$ cat config.mk
export PLATFORM = sky130hd
export DESIGN_NAME = ofd_cfg
export DESIGN_NICKNAME = d
export VERILOG_FILES = /design/src/rtl/core/ofd_pkg.sv /design/src/rtl/core/ofd_cfg.sv
export SDC_FILE = /design/constraint.sdc
export NUM_CORES = 1
export LEC_CHECK = 0
export BUFFER_PORTS_ARGS = -buffer_cell sky130_fd_sc_hd__buf_4
export CAP_MARGIN = 25
export CORE_MARGIN = 5
export CORE_UTILIZATION = 30
export DETAILED_ROUTE_END_ITERATION = 10
export MAX_ROUTING_LAYER = met4
export SYNTH_ARGS = -nofsm -noshare
export SYNTH_HDL_FRONTEND = slang
export SYNTH_SLANG_ARGS = --single-unit
$ cat constraint.sdc
create_clock -name clk -period 2.2 [get_ports clk]
set_clock_uncertainty 0.1 [all_clocks]
set_input_delay 0.22 -clock clk [delete_from_list [all_inputs] [get_ports clk]]
set_output_delay 0.22 -clock clk [all_outputs]
set_load 0.05 [all_outputs]
$ cat src/rtl/core/ofd_pkg.sv
// Shared constants, register codes and interface structs of the occupancy frontier detector.
package ofd_pkg;

  localparam int unsigned MAX_WIDTH  = 1024;
  localparam int unsigned MAX_HEIGHT = 1024;

  localparam int unsigned CELL_W    = 8;
  localparam int unsigned DIM_W     = 11;
  localparam int unsigned IN_ROW_W  = 11;
  localparam int unsigned COLUMN_W  = 10;
  localparam int unsigned ROW_W     = 10;
  localparam int unsigned COL_W     = $clog2(MAX_WIDTH);
  localparam int unsigned LINE_W    = 2 * CELL_W;
  localparam int unsigned PADDR_W   = 4;
  localparam int unsigned PDATA_W   = 32;

  typedef enum logic [1:0] {
    REG_MAP_WIDTH    = 2'd0,
    REG_MAP_HEIGHT   = 2'd1,
    REG_UNKNOWN_CODE = 2'd2,
    REG_FREE_CODE    = 2'd3
  } cfg_reg_t;

  typedef struct packed {
    logic [DIM_W-1:0]  width;
    logic [DIM_W-1:0]  height;
    logic [CELL_W-1:0] unknown_code;
    logic [CELL_W-1:0] free_code;
  } cfg_t;

  typedef struct packed {
    logic              valid;
    logic [COL_W-1:0]  col;
    logic [CELL_W-1:0] value;
    logic              due;
  } scan_t;

endpackage

$ cat src/rtl/core/ofd_cfg.sv
// Configuration register file with an APB-style access port and clamped map dimensions.
module ofd_cfg (
  input  logic                         clk,
  input  logic                         rst_n,
  input  logic                         cfg_psel,
  input  logic                         cfg_penable,
  input  logic                         cfg_pwrite,
  input  logic [ofd_pkg::PADDR_W-1:0]  cfg_paddr,
  input  logic [ofd_pkg::PDATA_W-1:0]  cfg_pwdata,
  output logic [ofd_pkg::PDATA_W-1:0]  cfg_prdata,
  output logic                         cfg_pready,
  output ofd_pkg::cfg_t                cfg
);

  logic [ofd_pkg::DIM_W-1:0]  map_width_r;
  logic [ofd_pkg::DIM_W-1:0]  map_height_r;
  logic [ofd_pkg::CELL_W-1:0] unknown_code_r;
  logic [ofd_pkg::CELL_W-1:0] free_code_r;
  ofd_pkg::cfg_reg_t          reg_sel;
  logic                       wr_en;

  assign cfg_pready = 1'b1;
  assign reg_sel    = ofd_pkg::cfg_reg_t'(cfg_paddr[3:2]);
  assign wr_en      = cfg_psel && cfg_penable && cfg_pwrite && cfg_pready;

  always_ff @(posedge clk) begin
    if (!rst_n) begin
      map_width_r    <= ofd_pkg::DIM_W'(ofd_pkg::MAX_WIDTH);
      map_height_r   <= ofd_pkg::DIM_W'(ofd_pkg::MAX_HEIGHT);
      unknown_code_r <= '1;
      free_code_r    <= '0;
    end else if (wr_en) begin
      unique case (reg_sel)
        ofd_pkg::REG_MAP_WIDTH:    map_width_r    <= cfg_pwdata[ofd_pkg::DIM_W-1:0];
        ofd_pkg::REG_MAP_HEIGHT:   map_height_r   <= cfg_pwdata[ofd_pkg::DIM_W-1:0];
        ofd_pkg::REG_UNKNOWN_CODE: unknown_code_r <= cfg_pwdata[ofd_pkg::CELL_W-1:0];
        ofd_pkg::REG_FREE_CODE:    free_code_r    <= cfg_pwdata[ofd_pkg::CELL_W-1:0];
        default: ;
      endcase
    end
  end

  always_comb begin
    unique case (reg_sel)
      ofd_pkg::REG_MAP_WIDTH:    cfg_prdata = ofd_pkg::PDATA_W'(map_width_r);
      ofd_pkg::REG_MAP_HEIGHT:   cfg_prdata = ofd_pkg::PDATA_W'(map_height_r);
      ofd_pkg::REG_UNKNOWN_CODE: cfg_prdata = ofd_pkg::PDATA_W'(unknown_code_r);
      ofd_pkg::REG_FREE_CODE:    cfg_prdata = ofd_pkg::PDATA_W'(free_code_r);
      default:                   cfg_prdata = '0;
    endcase
  end

  // A zero dimension counts as one and an oversized one is clamped to the buffer size.
  always_comb begin
    if (map_width_r == '0) begin
      cfg.width = ofd_pkg::DIM_W'(1);
    end else if (map_width_r > ofd_pkg::DIM_W'(ofd_pkg::MAX_WIDTH)) begin
      cfg.width = ofd_pkg::DIM_W'(ofd_pkg::MAX_WIDTH);
    end else begin
      cfg.width = map_width_r;
    end
    if (map_height_r == '0) begin
      cfg.height = ofd_pkg::DIM_W'(1);
    end else if (map_height_r > ofd_pkg::DIM_W'(ofd_pkg::MAX_HEIGHT)) begin
      cfg.height = ofd_pkg::DIM_W'(ofd_pkg::MAX_HEIGHT);
    end else begin
      cfg.height = map_height_r;
    end
    cfg.unknown_code = unknown_code_r;
    cfg.free_code    = free_code_r;
  end

endmodule

==> results.toml <==
[status]
outcome = "finished clean"

[cells_and_area]
syn_to_final_growth_pct = 25.4
regArea_um2 = 761
antenna_cells = 0
multi_input_area_mm2 = 0.00108
drive_above_1_share = 0.300
num-nets-final = 321
fill_cells = 716

[sta]
holdWs_ps = 106
slew_headroom = 0.550
period_share = 0.852
hold_viol = 0
fmax_mhz = 533
maxSlewViolCount = 0
tns_ps = 0
layout_min_cycle_time_ps = 1880
setup_viol = 0
rsz0062_at_grt = "no"
fin_ws_ps = 325
tightest_slew_ps = 675

[global_route]
met1_usage = 0.169
grt.overflow.total = 0
grt_use_met3 = 0.0301
grt_util_met2 = 0.210
grt_first_pass_wirelength_um = 8630
grt_max_degree = 50
antenna_found_initial = 0
grt_use_total = 0.132
grt_pass1_vias = 1721
busiest_layer = "met2"

[clock_network]
cts_buffer_depth = 2
clock-sinks = 38
cts-resized-gates = 0
cts_tree = "done"
numCtsBuffers = 5
hold_buffers = 0
htree_levels = 2
path_clk_slew_ps = 70
postCtsSetupBuffers = 0
cts-root-buf = "clkbuf_8"
insertion_delay_ps = 280

[worst_setup_path]
critical_path_class = "reg2out"
worstSetupStartpointType = "flop"
rr_startpoint = "map_height_r[10]$_SDFFE_PN1P_"
worstReg2RegEnd = "map_height_r[10]$_SDFFE_PN1P_"
ff2ff_path_depth = 2
reg2reg_slack_ps = 1120
cp.required_ps = 1880
path_max_fanout = 4
cp-startpoint = "map_height_r[6]$_SDFFE_PN0P_"
critPathCaptureType = "output pin"
endpoint = "cfg[16]"
worst_ep_arrival_time_ps = 1560

[pwr]
power_leakage_nw = 1.20
pwr_density_cell_mw_per_mm2 = 560
p_total_mw = 1.44
ir_worst_vdd_uv = 254

[yosys]
synth_area_per_cell_um2 = 9.20
synthFlopType = "dfxtp_1"
synth_edf_count = 0
synth-compound-area-share = 0.0591
synth_top_family_by_area = "multiplexers"
synthAdderAreaFrac = 0
ys_types = 22
synthSimpleGateAreaFrac = 0.176
netlist_area_mm2 = 0.00205
syn_inst = 223
ys_ff_latch = 38
ys_async_sr_fraction = 0
synth_mux_area_frac = 0.249
synth_xor_area_frac = 0
yosysWarningCount = 0
ys_seq_area_frac = 0.371

[place]
post-place-ws_ps = 440
gp_routability_congestion = 0.709
portBuffers = 66
dpl.hpwl_um = 4010

[floorplan]
die-height_um = 92.7
std_cell_rows = 30
core_mm2 = 0.00672
die_area_mm2 = 0.00859
chipWidth_um = 92.7
num_io_pins = 112
start_util = 0.305

[detailed_routing]
post-route-drc-count = 0
drt_iter0_markers = 64
wirelength_um = 5460
ant_nets = 0
wire_per_inst_um = 15.2
vias = 1639
viasPerCell = 4.55
dr.pass1.iters = 4

[hold_path]
hold_class = "in2reg"
hp-start = "cfg_pwdata[10]"

[run]
maxCapViolations = 0
-- area by class of cell --
| type | instances | share of cell area |
|---|---|---|
| sequential | 38 | 0.296 |
| inverter | 10 | 0.0146 |
| clock buffer | 7 | 0.0297 |
| timing repair buffer | 69 | 0.201 |
| multi-input combinational | 156 | 0.420 |
| tap | 80 | 0.0389 |
-- Yosys cell counts, drive strengths merged, types with 2 or more instances --
library cell,count,area [µm²]
mux4,8,180
nor3,2,10.0
nor4,3,18.8
nor2b,21,131
nand3,2,10.0
buf,31,224
nor2,6,22.5
o311ai,8,70.1
clkbuf,8,30.0
o21ai,9,45.0
dfxtp,38,761
nand2,38,143
mux2i,33,330
conb,2,7.51
inv,10,37.5
-- metrics by stage --
| stage | utilization | instances | area (µm²) |
|---|---|---|---|
| floorplan | - | 243 | 2130 |
| global placement | 0.372 | 353 | 2500 |
| detailed placement | 0.372 | 353 | 2500 |
| CTS | 0.383 | 360 | 2570 |
| global route | 0.383 | 360 | 2570 |
| finish | 0.383 | 360 | 2570 |
-- sequential cells by signal (all words and copies together) (netlist names) --
register,count
unknown_code_r,8
free_code_r,8
map_height_r,11
map_width_r,11
-- where the power goes --
part / internal (mW) / total (mW) / switching, mW
registers: 0.698 / 0.708 / 0.0101
clock network: 0.218 / 0.444 / 0.226
logic: 0.0763 / 0.290 / 0.213
-- worst min-delay path by stage --
stage | to | slack [ps] | cells past startpoint
floorplan | map_height_r[8]$_SDFFE_PN0P_ | 280 | 2
global placement | map_width_r[0]$_SDFFE_PN0P_ | 360 | 2
detailed placement | free_code_r[6]$_SDFFE_PN0P_ | 370 | 2
CTS | map_height_r[10]$_SDFFE_PN1P_ | 100 | 3
global route | map_height_r[10]$_SDFFE_PN1P_ | 100 | 3
finish | map_height_r[10]$_SDFFE_PN1P_ | 110 | 3
-- placed cells by master, fill, tap and decap left out, drive strengths merged, types with 2 or more instances in the layout --
cell type / instances
nor4: 3
clkbuf: 7
nor2: 6
o21ai: 9
dfxtp: 38
nand3: 2
nor3: 2
o311ai: 8
conb: 22
mux2i: 33
buf: 69
nand2: 38
inv: 10
mux4: 8
nor2b: 21
-- kinds of logic after synthesis --
| group | after synthesis |
|---|---|
| and+or+nand+nor | 75 |
| buffers and inverters | 49 |
| muxes | 41 |
| DFF | 38 |
| AOI/OAI and AO/OA | 18 |
| other | 2 |
-- worst max-delay path: stages (launching register included) --
cell and delay (ps):
dfxtp_1 340, nor4_1 440, a31oi_1 160, nor2_1 120, buf_4 210
-- metal layers --
layer | wire length (µm) | share of wire | vias to the layer above
li1 | - | - | 823
met1 | 2580 | 0.47 | 753
met2 | 2540 | 0.46 | 58
met3 | 293 | 0.054 | 5
met4 | 48 | 0.0088 | 0
met5 | 0 | 0 | -
(Power assumes the default switching activity.)
