**config.mk**
```make
export PLATFORM = sky130hd
export DESIGN_NAME = ofd_window
export DESIGN_NICKNAME = d
export VERILOG_FILES = /design/src/rtl/core/ofd_pkg.sv /design/src/rtl/core/ofd_window.sv
export SDC_FILE = /design/constraint.sdc
export NUM_CORES = 1
export LEC_CHECK = 0
export ABC_CLOCK_PERIOD_IN_PS = 7500
export BUFFER_PORTS_ARGS = -buffer_cell sky130_fd_sc_hd__buf_4
export CORE_MARGIN = 4
export CORE_UTILIZATION = 43
export DETAILED_ROUTE_END_ITERATION = 10
export SLEW_MARGIN = 25
export SYNTH_ARGS = -nofsm -noshare
export SYNTH_HDL_FRONTEND = slang
export SYNTH_SLANG_ARGS = --single-unit
```
**constraint.sdc**
```tcl
create_clock -name clk -period 7.5 [get_ports clk]
set_clock_uncertainty 0.15 [all_clocks]
set_input_delay 2.25 -clock clk [delete_from_list [all_inputs] [get_ports clk]]
set_output_delay 2.25 -clock clk [all_outputs]
set_load 0.005 [all_outputs]
```
**src/rtl/core/ofd_pkg.sv**
```systemverilog
// Shared constants, register codes and interface structs of the occupancy frontier detector.
package ofd_pkg;

  localparam int unsigned MAX_WIDTH  = 1024;
  localparam int unsigned MAX_HEIGHT = 1024;

  localparam int unsigned CELL_W    = 8;
  localparam int unsigned DIM_W     = 11;
  localparam int unsigned IN_ROW_W  = 11;
  localparam int unsigned COLUMN_W  = 10;
  localparam int unsigned ROW_W     = 10;
  localparam int unsigned COL_W     = $clog2(MAX_WIDTH);
  localparam int unsigned LINE_W    = 2 * CELL_W;
  localparam int unsigned PADDR_W   = 4;
  localparam int unsigned PDATA_W   = 32;

  typedef enum logic [1:0] {
    REG_MAP_WIDTH    = 2'd0,
    REG_MAP_HEIGHT   = 2'd1,
    REG_UNKNOWN_CODE = 2'd2,
    REG_FREE_CODE    = 2'd3
  } cfg_reg_t;

  typedef struct packed {
    logic [DIM_W-1:0]  width;
    logic [DIM_W-1:0]  height;
    logic [CELL_W-1:0] unknown_code;
    logic [CELL_W-1:0] free_code;
  } cfg_t;

  typedef struct packed {
    logic              valid;
    logic [COL_W-1:0]  col;
    logic [CELL_W-1:0] value;
    logic              due;
  } scan_t;

endpackage

```
**src/rtl/core/ofd_window.sv**
```systemverilog
// 3x3 window, frontier test, output raster counters and the output register.
module ofd_window (
  input  logic                          clk,
  input  logic                          rst_n,
  input  ofd_pkg::cfg_t                 cfg,
  input  ofd_pkg::scan_t                s1,
  input  logic [ofd_pkg::LINE_W-1:0]    col_data,
  output logic                          s1_ready,
  input  logic                          out_stall,
  output logic                          out_valid,
  output logic [ofd_pkg::COLUMN_W-1:0]  out_column,
  output logic [ofd_pkg::ROW_W-1:0]     out_row,
  output logic                          out_is_frontier
);

  logic [ofd_pkg::CELL_W-1:0]   win_r   [9];
  logic [ofd_pkg::CELL_W-1:0]   win_nxt [9];
  logic [ofd_pkg::COL_W-1:0]    ocol_r, ocol_nxt;
  logic [ofd_pkg::DIM_W-1:0]    orow_r, orow_nxt;
  logic                         out_valid_r, out_valid_nxt;
  logic [ofd_pkg::COLUMN_W-1:0] out_column_r;
  logic [ofd_pkg::ROW_W-1:0]    out_row_r;
  logic                         out_frontier_r;
  logic                         fire;
  logic                         produce;
  logic                         col_last;
  logic                         top_ok, bot_ok, left_ok, right_ok;
  logic                         frontier;

  assign s1_ready = !(out_valid_r && out_stall);
  assign fire     = s1.valid && s1_ready;
  assign produce  = fire && s1.due && (orow_r < cfg.height);

  always_comb begin
    for (int r = 0; r < 3; r++) begin
      win_nxt[r*3]     = win_r[r*3+1];
      win_nxt[r*3 + 1] = win_r[r*3+2];
    end
    win_nxt[2] = col_data[ofd_pkg::LINE_W-1:ofd_pkg::CELL_W];
    win_nxt[5] = col_data[ofd_pkg::CELL_W-1:0];
    win_nxt[8] = s1.value;
  end

  assign col_last = (ofd_pkg::DIM_W'(ocol_r) + ofd_pkg::DIM_W'(1)) >= cfg.width;
  assign top_ok   = orow_r != '0;
  assign bot_ok   = (orow_r + ofd_pkg::DIM_W'(1)) < cfg.height;
  assign left_ok  = ocol_r != '0;
  assign right_ok = !col_last;

  always_comb begin
    frontier = 1'b0;
    for (int dr = 0; dr < 3; dr++) begin
      for (int dc = 0; dc < 3; dc++) begin
        if (!(dr == 0 && !top_ok) && !(dr == 2 && !bot_ok) &&
            !(dc == 0 && !left_ok) && !(dc == 2 && !right_ok) &&
            (win_nxt[dr*3 + dc] == cfg.free_code)) begin
          frontier = 1'b1;
        end
      end
    end
    if (win_nxt[4] != cfg.unknown_code) begin
      frontier = 1'b0;
    end
  end

  always_comb begin
    ocol_nxt = ocol_r;
    orow_nxt = orow_r;
    if (produce) begin
      if (col_last) begin
        ocol_nxt = '0;
        orow_nxt = orow_r + ofd_pkg::DIM_W'(1);
      end else begin
        ocol_nxt = ocol_r + ofd_pkg::COL_W'(1);
      end
    end
    if (produce) begin
      out_valid_nxt = 1'b1;
    end else if (!out_stall) begin
      out_valid_nxt = 1'b0;
    end else begin
      out_valid_nxt = out_valid_r;
    end
  end

  always_ff @(posedge clk) begin
    if (!rst_n) begin
      for (int i = 0; i < 9; i++) begin
        win_r[i] <= '0;
      end
      ocol_r      <= '0;
      orow_r      <= '0;
      out_valid_r <= 1'b0;
    end else begin
      if (fire) begin
        for (int i = 0; i < 9; i++) begin
          win_r[i] <= win_nxt[i];
        end
      end
      ocol_r      <= ocol_nxt;
      orow_r      <= orow_nxt;
      out_valid_r <= out_valid_nxt;
    end
  end

  always_ff @(posedge clk) begin
    if (produce) begin
      out_column_r   <= ofd_pkg::COLUMN_W'(ocol_r);
      out_row_r      <= ofd_pkg::ROW_W'(orow_r);
      out_frontier_r <= frontier;
    end
  end

  assign out_valid       = out_valid_r;
  assign out_column      = out_column_r;
  assign out_row         = out_row_r;
  assign out_is_frontier = out_frontier_r;

endmodule

```
==> load_flow_metrics.sql, run 1 <==
INSERT INTO impl_metrics (metric_group, metric, value, unit) VALUES
('sta', 'post-route-period-util', '0.6646', ''),
('logic_synthesis', 'netlist-cell-type-count', '49', ''),
('logic_synthesis', 'yosys_most_used_dff', 'edfxtp_1', ''),
('floorplan', 'die_height', '120.5', 'µm'),
('layout', 'fill_cells', '1159', ''),
('run_status', 'outcome', 'finished, final reports clean', ''),
('worst_setup_path', 'critical_path_arrival', '2.58', 'ns'),
('logic_synthesis', 'synth_edf_count', '69', ''),
('logic_synthesis', 'netlist_area', '5438', 'µm²'),
('logic_synthesis', 'synth_warnings', '0', ''),
('layout', 'layoutNonFillerInstCount', '767', ''),
('flow_run', 'timing.max_cap.violations', '0', ''),
('drt', 'postRouteWirelength', '11750', 'µm'),
('power', 'peakVddDrop', '116.1', 'µV'),
('global_routing', 'overflow', '0', ''),
('sta', 'worst-slew-pin-transition', '0.7927', 'ns'),
('floorplan', 'pin_count', '100', ''),
('placement', 'cell_count_after_placement', '751', ''),
('placement', 'gp_routability_congestion', '0.8203', ''),
('worst_setup_path', 'kind_of_end_point_of_the_critical_path', 'primary output', ''),
('floorplan', 'die_area', '14510', 'µm²'),
('sta', 'totalNegativeSetupSlack', '0', 'ns'),
('logic_synthesis', 'yosysSeqAreaShare', '0.4620', ''),
('worst_setup_path', 'sequence_of_cells_on_the_critical_path', 'buf_4 -> nand2_1 -> buf_4', ''),
('sta', 'worst_slew_margin_rel', '0.4680', ''),
('worst_setup_path', 'critical_path_required', '5.10', 'ns'),
('clocking', 'cts_made_buffers', '9', ''),
('worst_setup_path', 'r2r_setup_slack', '3.57', 'ns'),
('sta', 'rsz_0062_raised_after_global_routing', 'false', ''),
('clocking', 'clkTransAtPathRegs', '0.06', 'ns'),
('logic_synthesis', 'async_flop_share', '0', ''),
('drt', 'routedWlPerCell', '15.32', 'µm'),
('drt', 'num_vias', '3916', ''),
('global_routing', 'antenna_found_initial', '0', ''),
('placement', 'dp_hpwl', '8485', 'µm'),
('logic_synthesis', 'syn_inst', '513', ''),
('sta', 'final_period_minus_worst_setup_slack', '4.984', 'ns'),
('worst_setup_path', 'cp_slowest_stage_delay', '0.12', 'ns'),
('floorplan', 'placementRows', '40', ''),
('logic_synthesis', 'ys_seq_elements', '91', ''),
('power', 'static-leakage-power', '2.700', 'nW'),
('clocking', 'cts_htree_levels', '3', ''),
('sta', 'setup-violations-final', '0', ''),
('layout', 'fin_nets', '706', ''),
('worst_setup_path', 'category_of_the_critical_setup_timing_path', 'primary input to primary output', ''),
('global_routing', 'largest_net_degree_at_the_start_of_global_routing', '49', ''),
('logic_synthesis', 'syn-num-nets', '625', ''),
('clocking', 'clk_root_buffer_cell', 'clkbuf_16', ''),
('drt', 'detail_route.vias_per_cell', '5.106', ''),
('sta', 'hold_viol_final', '0', ''),
('floorplan', 'die_x', '120.5', 'µm'),
('drt', 'ant_nets', '0', ''),
('layout', 'finish.utilization', '0.5368', ''),
('clocking', 'sink_count_of_the_clock_tree', '91', ''),
('layout', 'area_delta_synth_final', '20.55', '%'),
('logic_synthesis', 'mean_instance_size_in_the_synthesized_netlist', '10.60', 'µm²'),
('layout', 'drive_gt1_frac', '0.2003', ''),
('drt', 'drt_iter0_drc', '185', ''),
('drt', 'drt-pass1-iter-count', '4', ''),
('sta', 'achievable-frequency', '200.6', 'MHz'),
('clocking', 'cts-resized-gates', '0', ''),
('sta', 'timing.final.max_slew_violations', '0', ''),
('power', 'power.density_cell_area', '180.6', 'nW/µm²'),
('worst_setup_path', 'worst_path_cell_with_the_longest_stage_delay', 'buf_4', ''),
('worst_setup_path', 'critical_path.startpoint_type', 'primary input', ''),
('clocking', 'clock_insertion_delay_worst_skew', '0.34', 'ns'),
('placement', 'buffer_ports.inserted', '89', ''),
('clocking', 'cts_hold_buffers', '0', ''),
('hold_path', 'worstHoldPathType', 'register to register', ''),
('drt', 'route.detailed.drc', '0', ''),
('worst_setup_path', 'timing.critical_path.mode_cell', 'buf_4', ''),
('clocking', 'post_cts.repair.setup_buffers', '0', ''),
('clocking', 'tritoncts', 'built', ''),
('worst_setup_path', 'critPathMaxFanout', '3', ''),
('floorplan', 'initial_utilization', '0.4453', ''),
('clocking', 'cts-root-to-sink-buffers', '2', ''),
('global_routing', 'grt_pass1_wl', '19250', 'µm'),
('layout', 'num_antenna_cells', '0', ''),
('global_routing', 'grt_util_all_layers', '0.1675', ''),
('floorplan', 'core', '12210', 'µm²'),
('global_routing', 'first_global_vias', '3925', '');
routing by layer:
layer  vias to the layer above  wire (µm)  track usage
met4                         0        186      0.04816
met2                       109       5493       0.2738
met1                      1804       5369       0.2230
li1                       1987          -            -
met5                         -          0            0
met3                        16        701      0.03882
path summary, 6_finish.rpt:
| check | from | endpoint | cells past startpoint |
|---|---|---|---|
| min reg2reg | out_valid | out_valid | 2 |
| max reg2reg | ocol_r[0] | ocol_r[3] | 12 |
| max | out_stall | s1_ready | 3 |
| min | out_valid | out_valid | 2 |
logic make-up (layout without fill, tap and decap cells):
kind of cell             count (synthesis)  count (layout)  share of synthesized area
XOR/XNOR                                97              97                     0.1562
AND/OR/NAND/NOR                        168             168                     0.1774
adder cells (fa/ha/maj)                 35              35                    0.08053
buffers and inverters                   51             137                    0.03819
AO/OA/AOI/OAI                           67              67                    0.07800
flip-flops                              91              91                     0.4620
multiplexers                             4               4                   0.007593
layout make-up:
class | count | area [µm²] | area share
clock inverters | 3 | 43.79 | 0.006681
repair buffers | 92 | 690.7 | 0.1054
flip-flops and latches | 91 | 2512 | 0.3833
multi-input cells | 371 | 2728 | 0.4161
well taps | 168 | 210.2 | 0.03207
clock buffers | 13 | 261.5 | 0.03989
inverters | 29 | 108.9 | 0.01661
stage by stage:
step / total power, mW / cell area (µm²) / setup WS [ns] / hold WS (ns)
after floorplan: 0.6749 / 5438 / 2.764 / 0.2564
after global placement: 0.7310 / 6245 / 2.524 / 0.3637
after detailed placement: 0.7348 / 6245 / 2.520 / 0.3743
after CTS: 1.194 / 6550 / 2.520 / 0.3834
after global routing: 1.235 / 6555 / 2.473 / 0.4119
final: 1.184 / 6555 / 2.516 / 0.3871
synth_stat cells, types with 13 or more instances:
master | number | area share
edfxtp_1 | 69 | 0.38
ha_1 | 35 | 0.081
buf_2 | 13 | 0.012
a21oi_1 | 26 | 0.024
dfxtp_1 | 22 | 0.081
and2_1 | 48 | 0.055
xnor2_1 | 57 | 0.092
nand3_1 | 17 | 0.016
nand2_1 | 30 | 0.021
nand4_1 | 14 | 0.016
inv_1 | 29 | 0.020
xor2_1 | 40 | 0.064
registers in the layout, summed over array words and instances, names as in the netlist:
signal and cells:
out_valid 1, orow_r 11, out_row 10, win_r 48, out_is_frontier 1, out_column 10, ocol_r 10
critical path, delay by kind of cell:
| family | cells | cell delay, ns |
|---|---|---|
| buffers and inverters | 2 | 0.23 |
| AND/OR/NAND/NOR | 1 | 0.10 |
where the power goes:
group          switching (mW)  internal (mW)
Clock                   0.183          0.280
Combinational          0.0694         0.0704
Sequential             0.0138          0.568
Total                   0.266          0.918
layout by cell type (no fill, tap or decap), drive strengths merged, types with 11 or more instances in the layout:
master,count
xnor2,57
edfxtp,69
nor2,14
nor4,12
nand4,14
inv,30
clkbuf,13
nand3,21
nand2,30
buf,92
o21ai,11
and2,48
ha,35
a21oi,26
xor2,40
dfxtp,22
Power figures use the tool's default switching activity.
==> run 2: changes to the inputs <==
--- a/config.mk
+++ b/config.mk
@@ -5,7 +5,8 @@
 export SDC_FILE = /design/constraint.sdc
 export NUM_CORES = 1
 export LEC_CHECK = 0
-export ABC_CLOCK_PERIOD_IN_PS = 7500
+export ABC_AREA = 1
+export ABC_CLOCK_PERIOD_IN_PS = 5000
 export BUFFER_PORTS_ARGS = -buffer_cell sky130_fd_sc_hd__buf_4
 export CORE_MARGIN = 4
 export CORE_UTILIZATION = 43
==> constraint.sdc (replaced) <==
create_clock -name clk -period 5 [get_ports clk]
set_clock_uncertainty 0.15 [all_clocks]
set_input_delay 1.5 -clock clk [delete_from_list [all_inputs] [get_ports clk]]
set_output_delay 1.5 -clock clk [all_outputs]
set_load 0.005 [all_outputs]
==> load_flow_metrics.sql, run 2 <==
INSERT INTO impl_metrics (metric_group, metric, value, unit) VALUES
('clocking', 'clk_root_buffer_cell', 'clkbuf_16', ''),
('layout', 'register_name_with_the_most_flops', 'win_r', ''),
('drt', 'detail_route.vias_per_cell', '4.745', ''),
('layout', 'fin_area', '6904', 'µm²'),
('logic_synthesis', 'synthTopCellsByArea', 'edfxtp_1 (36%), nand2_1 (12%), nor2_1 (8.2%)', ''),
('placement', 'buffer_ports.inserted', '89', ''),
('sta', 'worst-slew-pin-transition', '0.6535', 'ns'),
('power', 'power.share.sequential', '0.486', ''),
('logic_synthesis', 'netlist.top_cell.by_area', 'edfxtp_1', ''),
('logic_synthesis', 'synth_fa_ha_area_frac', '0.07566', ''),
('logic_synthesis', 'post_synth_and_or_nand_nor_area_fraction', '0.2618', ''),
('power', 'pwr-share-comb', '0.157', ''),
('power', 'power.density_cell_area', '265.8', 'nW/µm²'),
('power', 'static-leakage-power', '3.525', 'nW'),
('power', 'intPower', '1.339', 'mW'),
('floorplan', 'die_area', '15380', 'µm²'),
('logic_synthesis', 'syn-num-nets', '847', ''),
('power', 'total_switching_power', '0.4958', 'mW'),
('floorplan', 'initial_utilization', '0.4388', ''),
('logic_synthesis', 'synth_edf_count', '69', ''),
('power', 'total_power', '1.835', 'mW'),
('sta', 'worst_slew_margin_rel', '0.5639', ''),
('global_routing', 'overflow', '0', ''),
('global_routing', 'grt_pass1_wl', '22110', 'µm'),
('clocking', 'cts_made_buffers', '9', ''),
('placement', 'dp_hpwl', '10330', 'µm'),
('global_routing', 'largest_net_degree_at_the_start_of_global_routing', '49', ''),
('layout', 'final-seq-area', '2512', 'µm²'),
('floorplan', 'pin_count', '100', ''),
('layout', 'multi_input_comb_area', '2693', 'µm²'),
('sta', 'post-route-period-util', '0.6947', ''),
('layout', 'highest_count_cells_in_the_layout_ignoring_fill_and_taps', 'nand2_1 (180), nor2_1 (127), inv_1 (124)', ''),
('logic_synthesis', 'syn_inst', '735', ''),
('logic_synthesis', 'synth_top_family_by_area', 'simple AND/OR/NAND/NOR gates', ''),
('run_status', 'outcome', 'finished, final reports clean', ''),
('drt', 'postRouteWirelength', '13640', 'µm'),
('drt', 'drt-pass1-iter-count', '4', ''),
('placement', 'placed_cell_area', '6616', 'µm²'),
('layout', 'area_delta_synth_final', '19.28', '%'),
('layout', 'fin_nets', '935', ''),
('placement', 'dp_worst_setup_slack', '1.378', 'ns'),
('placement', 'gp_routability_congestion', '0.8459', ''),
('clocking', 'tritoncts', 'built', ''),
('drt', 'num_vias', '4764', ''),
('worst_setup_path', 'kind_of_end_point_of_the_critical_path', 'primary output', ''),
('logic_synthesis', 'synth-xor-area-share', '0.08776', ''),
('clocking', 'sink_count_of_the_clock_tree', '91', ''),
('layout', 'final_common_cell', 'nand2_1', ''),
('logic_synthesis', 'ys_seq_elements', '91', ''),
('global_routing', 'first_global_vias', '4675', ''),
('layout', 'num_antenna_cells', '0', ''),
('clocking', 'cts_hold_buffers', '0', ''),
('clocking', 'clock_insertion_delay_worst_skew', '0.34', 'ns'),
('worst_setup_path', 'critical_path_required', '3.35', 'ns'),
('layout', 'drive_gt1_frac', '0.1570', ''),
('flow_run', 'timing.max_cap.violations', '0', ''),
('sta', 'final_period_minus_worst_setup_slack', '3.473', 'ns'),
('logic_synthesis', 'netlist-cell-type-count', '31', ''),
('logic_synthesis', 'netlist_area', '5788', 'µm²'),
('floorplan', 'die_x', '124.0', 'µm'),
('power', 'sw_frac_of_total', '0.2702', ''),
('sta', 'hold_viol_final', '0', ''),
('global_routing', 'grt_util_all_layers', '0.1850', ''),
('power', 'power.share.clock', '0.357', ''),
('sta', 'hold_ws', '0.3307', 'ns'),
('sta', 'rsz_0062_raised_after_global_routing', 'false', ''),
('layout', 'largest_register_ffs', '48', ''),
('drt', 'ant_nets', '0', ''),
('worst_setup_path', 'critPathMaxFanout', '3', ''),
('hold_path', 'worstHoldPathType', 'register to register', ''),
('sta', 'worst_slack', '1.527', 'ns'),
('logic_synthesis', 'synth_warnings', '0', ''),
('worst_setup_path', 'critical_path.startpoint_type', 'primary input', ''),
('logic_synthesis', 'post-synth-top-count-cell', 'nand2_1', ''),
('sta', 'totalNegativeSetupSlack', '0', 'ns'),
('clocking', 'clkTransAtPathRegs', '0.06', 'ns'),
('logic_synthesis', 'muxShareOfSynthArea', '0', ''),
('clocking', 'cts-root-to-sink-buffers', '2', ''),
('logic_synthesis', 'yosysSeqAreaShare', '0.4341', ''),
('sta', 'timing.final.max_slew_violations', '0', ''),
('drt', 'route.detailed.drc', '0', ''),
('sta', 'setup-violations-final', '0', ''),
('clocking', 'post_cts.repair.setup_buffers', '0', ''),
('clocking', 'cts-resized-gates', '0', ''),
('logic_synthesis', 'top_cells_by_count_synth', 'nand2_1 (182), nor2_1 (127), inv_1 (124)', ''),
('logic_synthesis', 'async_flop_share', '0', ''),
('logic_synthesis', 'yosys.area.top_type_share', '0.3580', ''),
('sta', 'achievable-frequency', '287.9', 'MHz'),
('floorplan', 'die_height', '124.0', 'µm'),
('layout', 'fill_cells', '1276', ''),
('worst_setup_path', 'category_of_the_critical_setup_timing_path', 'primary input to primary output', ''),
('drt', 'drt_iter0_drc', '366', ''),
('global_routing', 'antenna_found_initial', '0', ''),
('floorplan', 'core', '13190', 'µm²'),
('drt', 'routedWlPerCell', '13.59', 'µm'),
('layout', 'reg_top3', 'win_r: 48 flops, orow_r: 11 flops', ''),
('logic_synthesis', 'synth_compound_area_frac', '0.03826', ''),
('clocking', 'cts_htree_levels', '3', ''),
('floorplan', 'placementRows', '42', ''),
('power', 'peakVddDrop', '146.2', 'µV'),
('worst_setup_path', 'critical_path_arrival', '1.82', 'ns'),
('logic_synthesis', 'yosys_most_used_dff', 'edfxtp_1', ''),
('logic_synthesis', 'mean_instance_size_in_the_synthesized_netlist', '7.875', 'µm²');
## run 2: changes by cell type after synthesis, sizes merged, moves of 5 or more
cell	before	now
nor4	12	4
inv	29	128
xnor2	57	12
nand2	30	184
clkbuf	9	2
and2	48	0
a21oi	26	15
o21ai	11	21
nand3	21	16
xor2	40	46
nor3	4	14
nor2	14	131
## run 2: final timing paths
check | startpoint | to | slack (ns) | cells past startpoint
worst max register to register | ocol_r[0] | ocol_r[0] | 1.71 | 17
worst min-delay path | ocol_r[6] | out_column[6] | 0.33 | 0
worst max-delay path | out_stall | s1_ready | 1.53 | 3
worst min register to register | ocol_r[6] | out_column[6] | 0.33 | 0
## run 2: per-stage QoR
step / cells / util
final: 1004 / 0.5234
after global routing: 1004 / 0.5234
after detailed placement: 988 / 0.5016
after global placement: 988 / 0.5012
after floorplan: 735 / -
after CTS: 1004 / 0.5232
## run 2: logic make-up after synthesis
family / Yosys count
AND/OR/NAND/NOR: 364
XOR/XNOR: 58
flip-flops: 91
buffers and inverters: 146
AO/OA/AOI/OAI: 41
adder cells (fa/ha/maj): 35
## run 2: layout make-up
class	count	area share
multi-input cells	498	0.3900
flip-flops and latches	91	0.3639
repair buffers	95	0.1033
inverters	128	0.06959
clock buffers	10	0.03461
well taps	176	0.03190
clock inverters	6	0.006705
## run 2: worst max-delay path, stage by stage
cell     delay, ns
buf_4         0.11
nand2_1       0.10
buf_4         0.12
## run 2: per-layer routing
metal / vias up / GRT usage / part of all wire
li1: 2467 / - / -
met1: 2193 / 0.2382 / 0.46
met2: 86 / 0.3163 / 0.48
met3: 18 / 0.02361 / 0.037
met4: 0 / 0.07187 / 0.021
met5: - / 0 / 0
## run 2: power by group through the flow
stage	clock [mW]	sequential [mW]	combinational, mW
2_1_floorplan	0	0.901	0.182
3_3_place_gp	0	0.906	0.282
3_5_place_dp	0	0.908	0.290
4_1_cts	0.673	0.891	0.292
5_1_grt	0.703	0.897	0.329
6_report	0.656	0.891	0.288
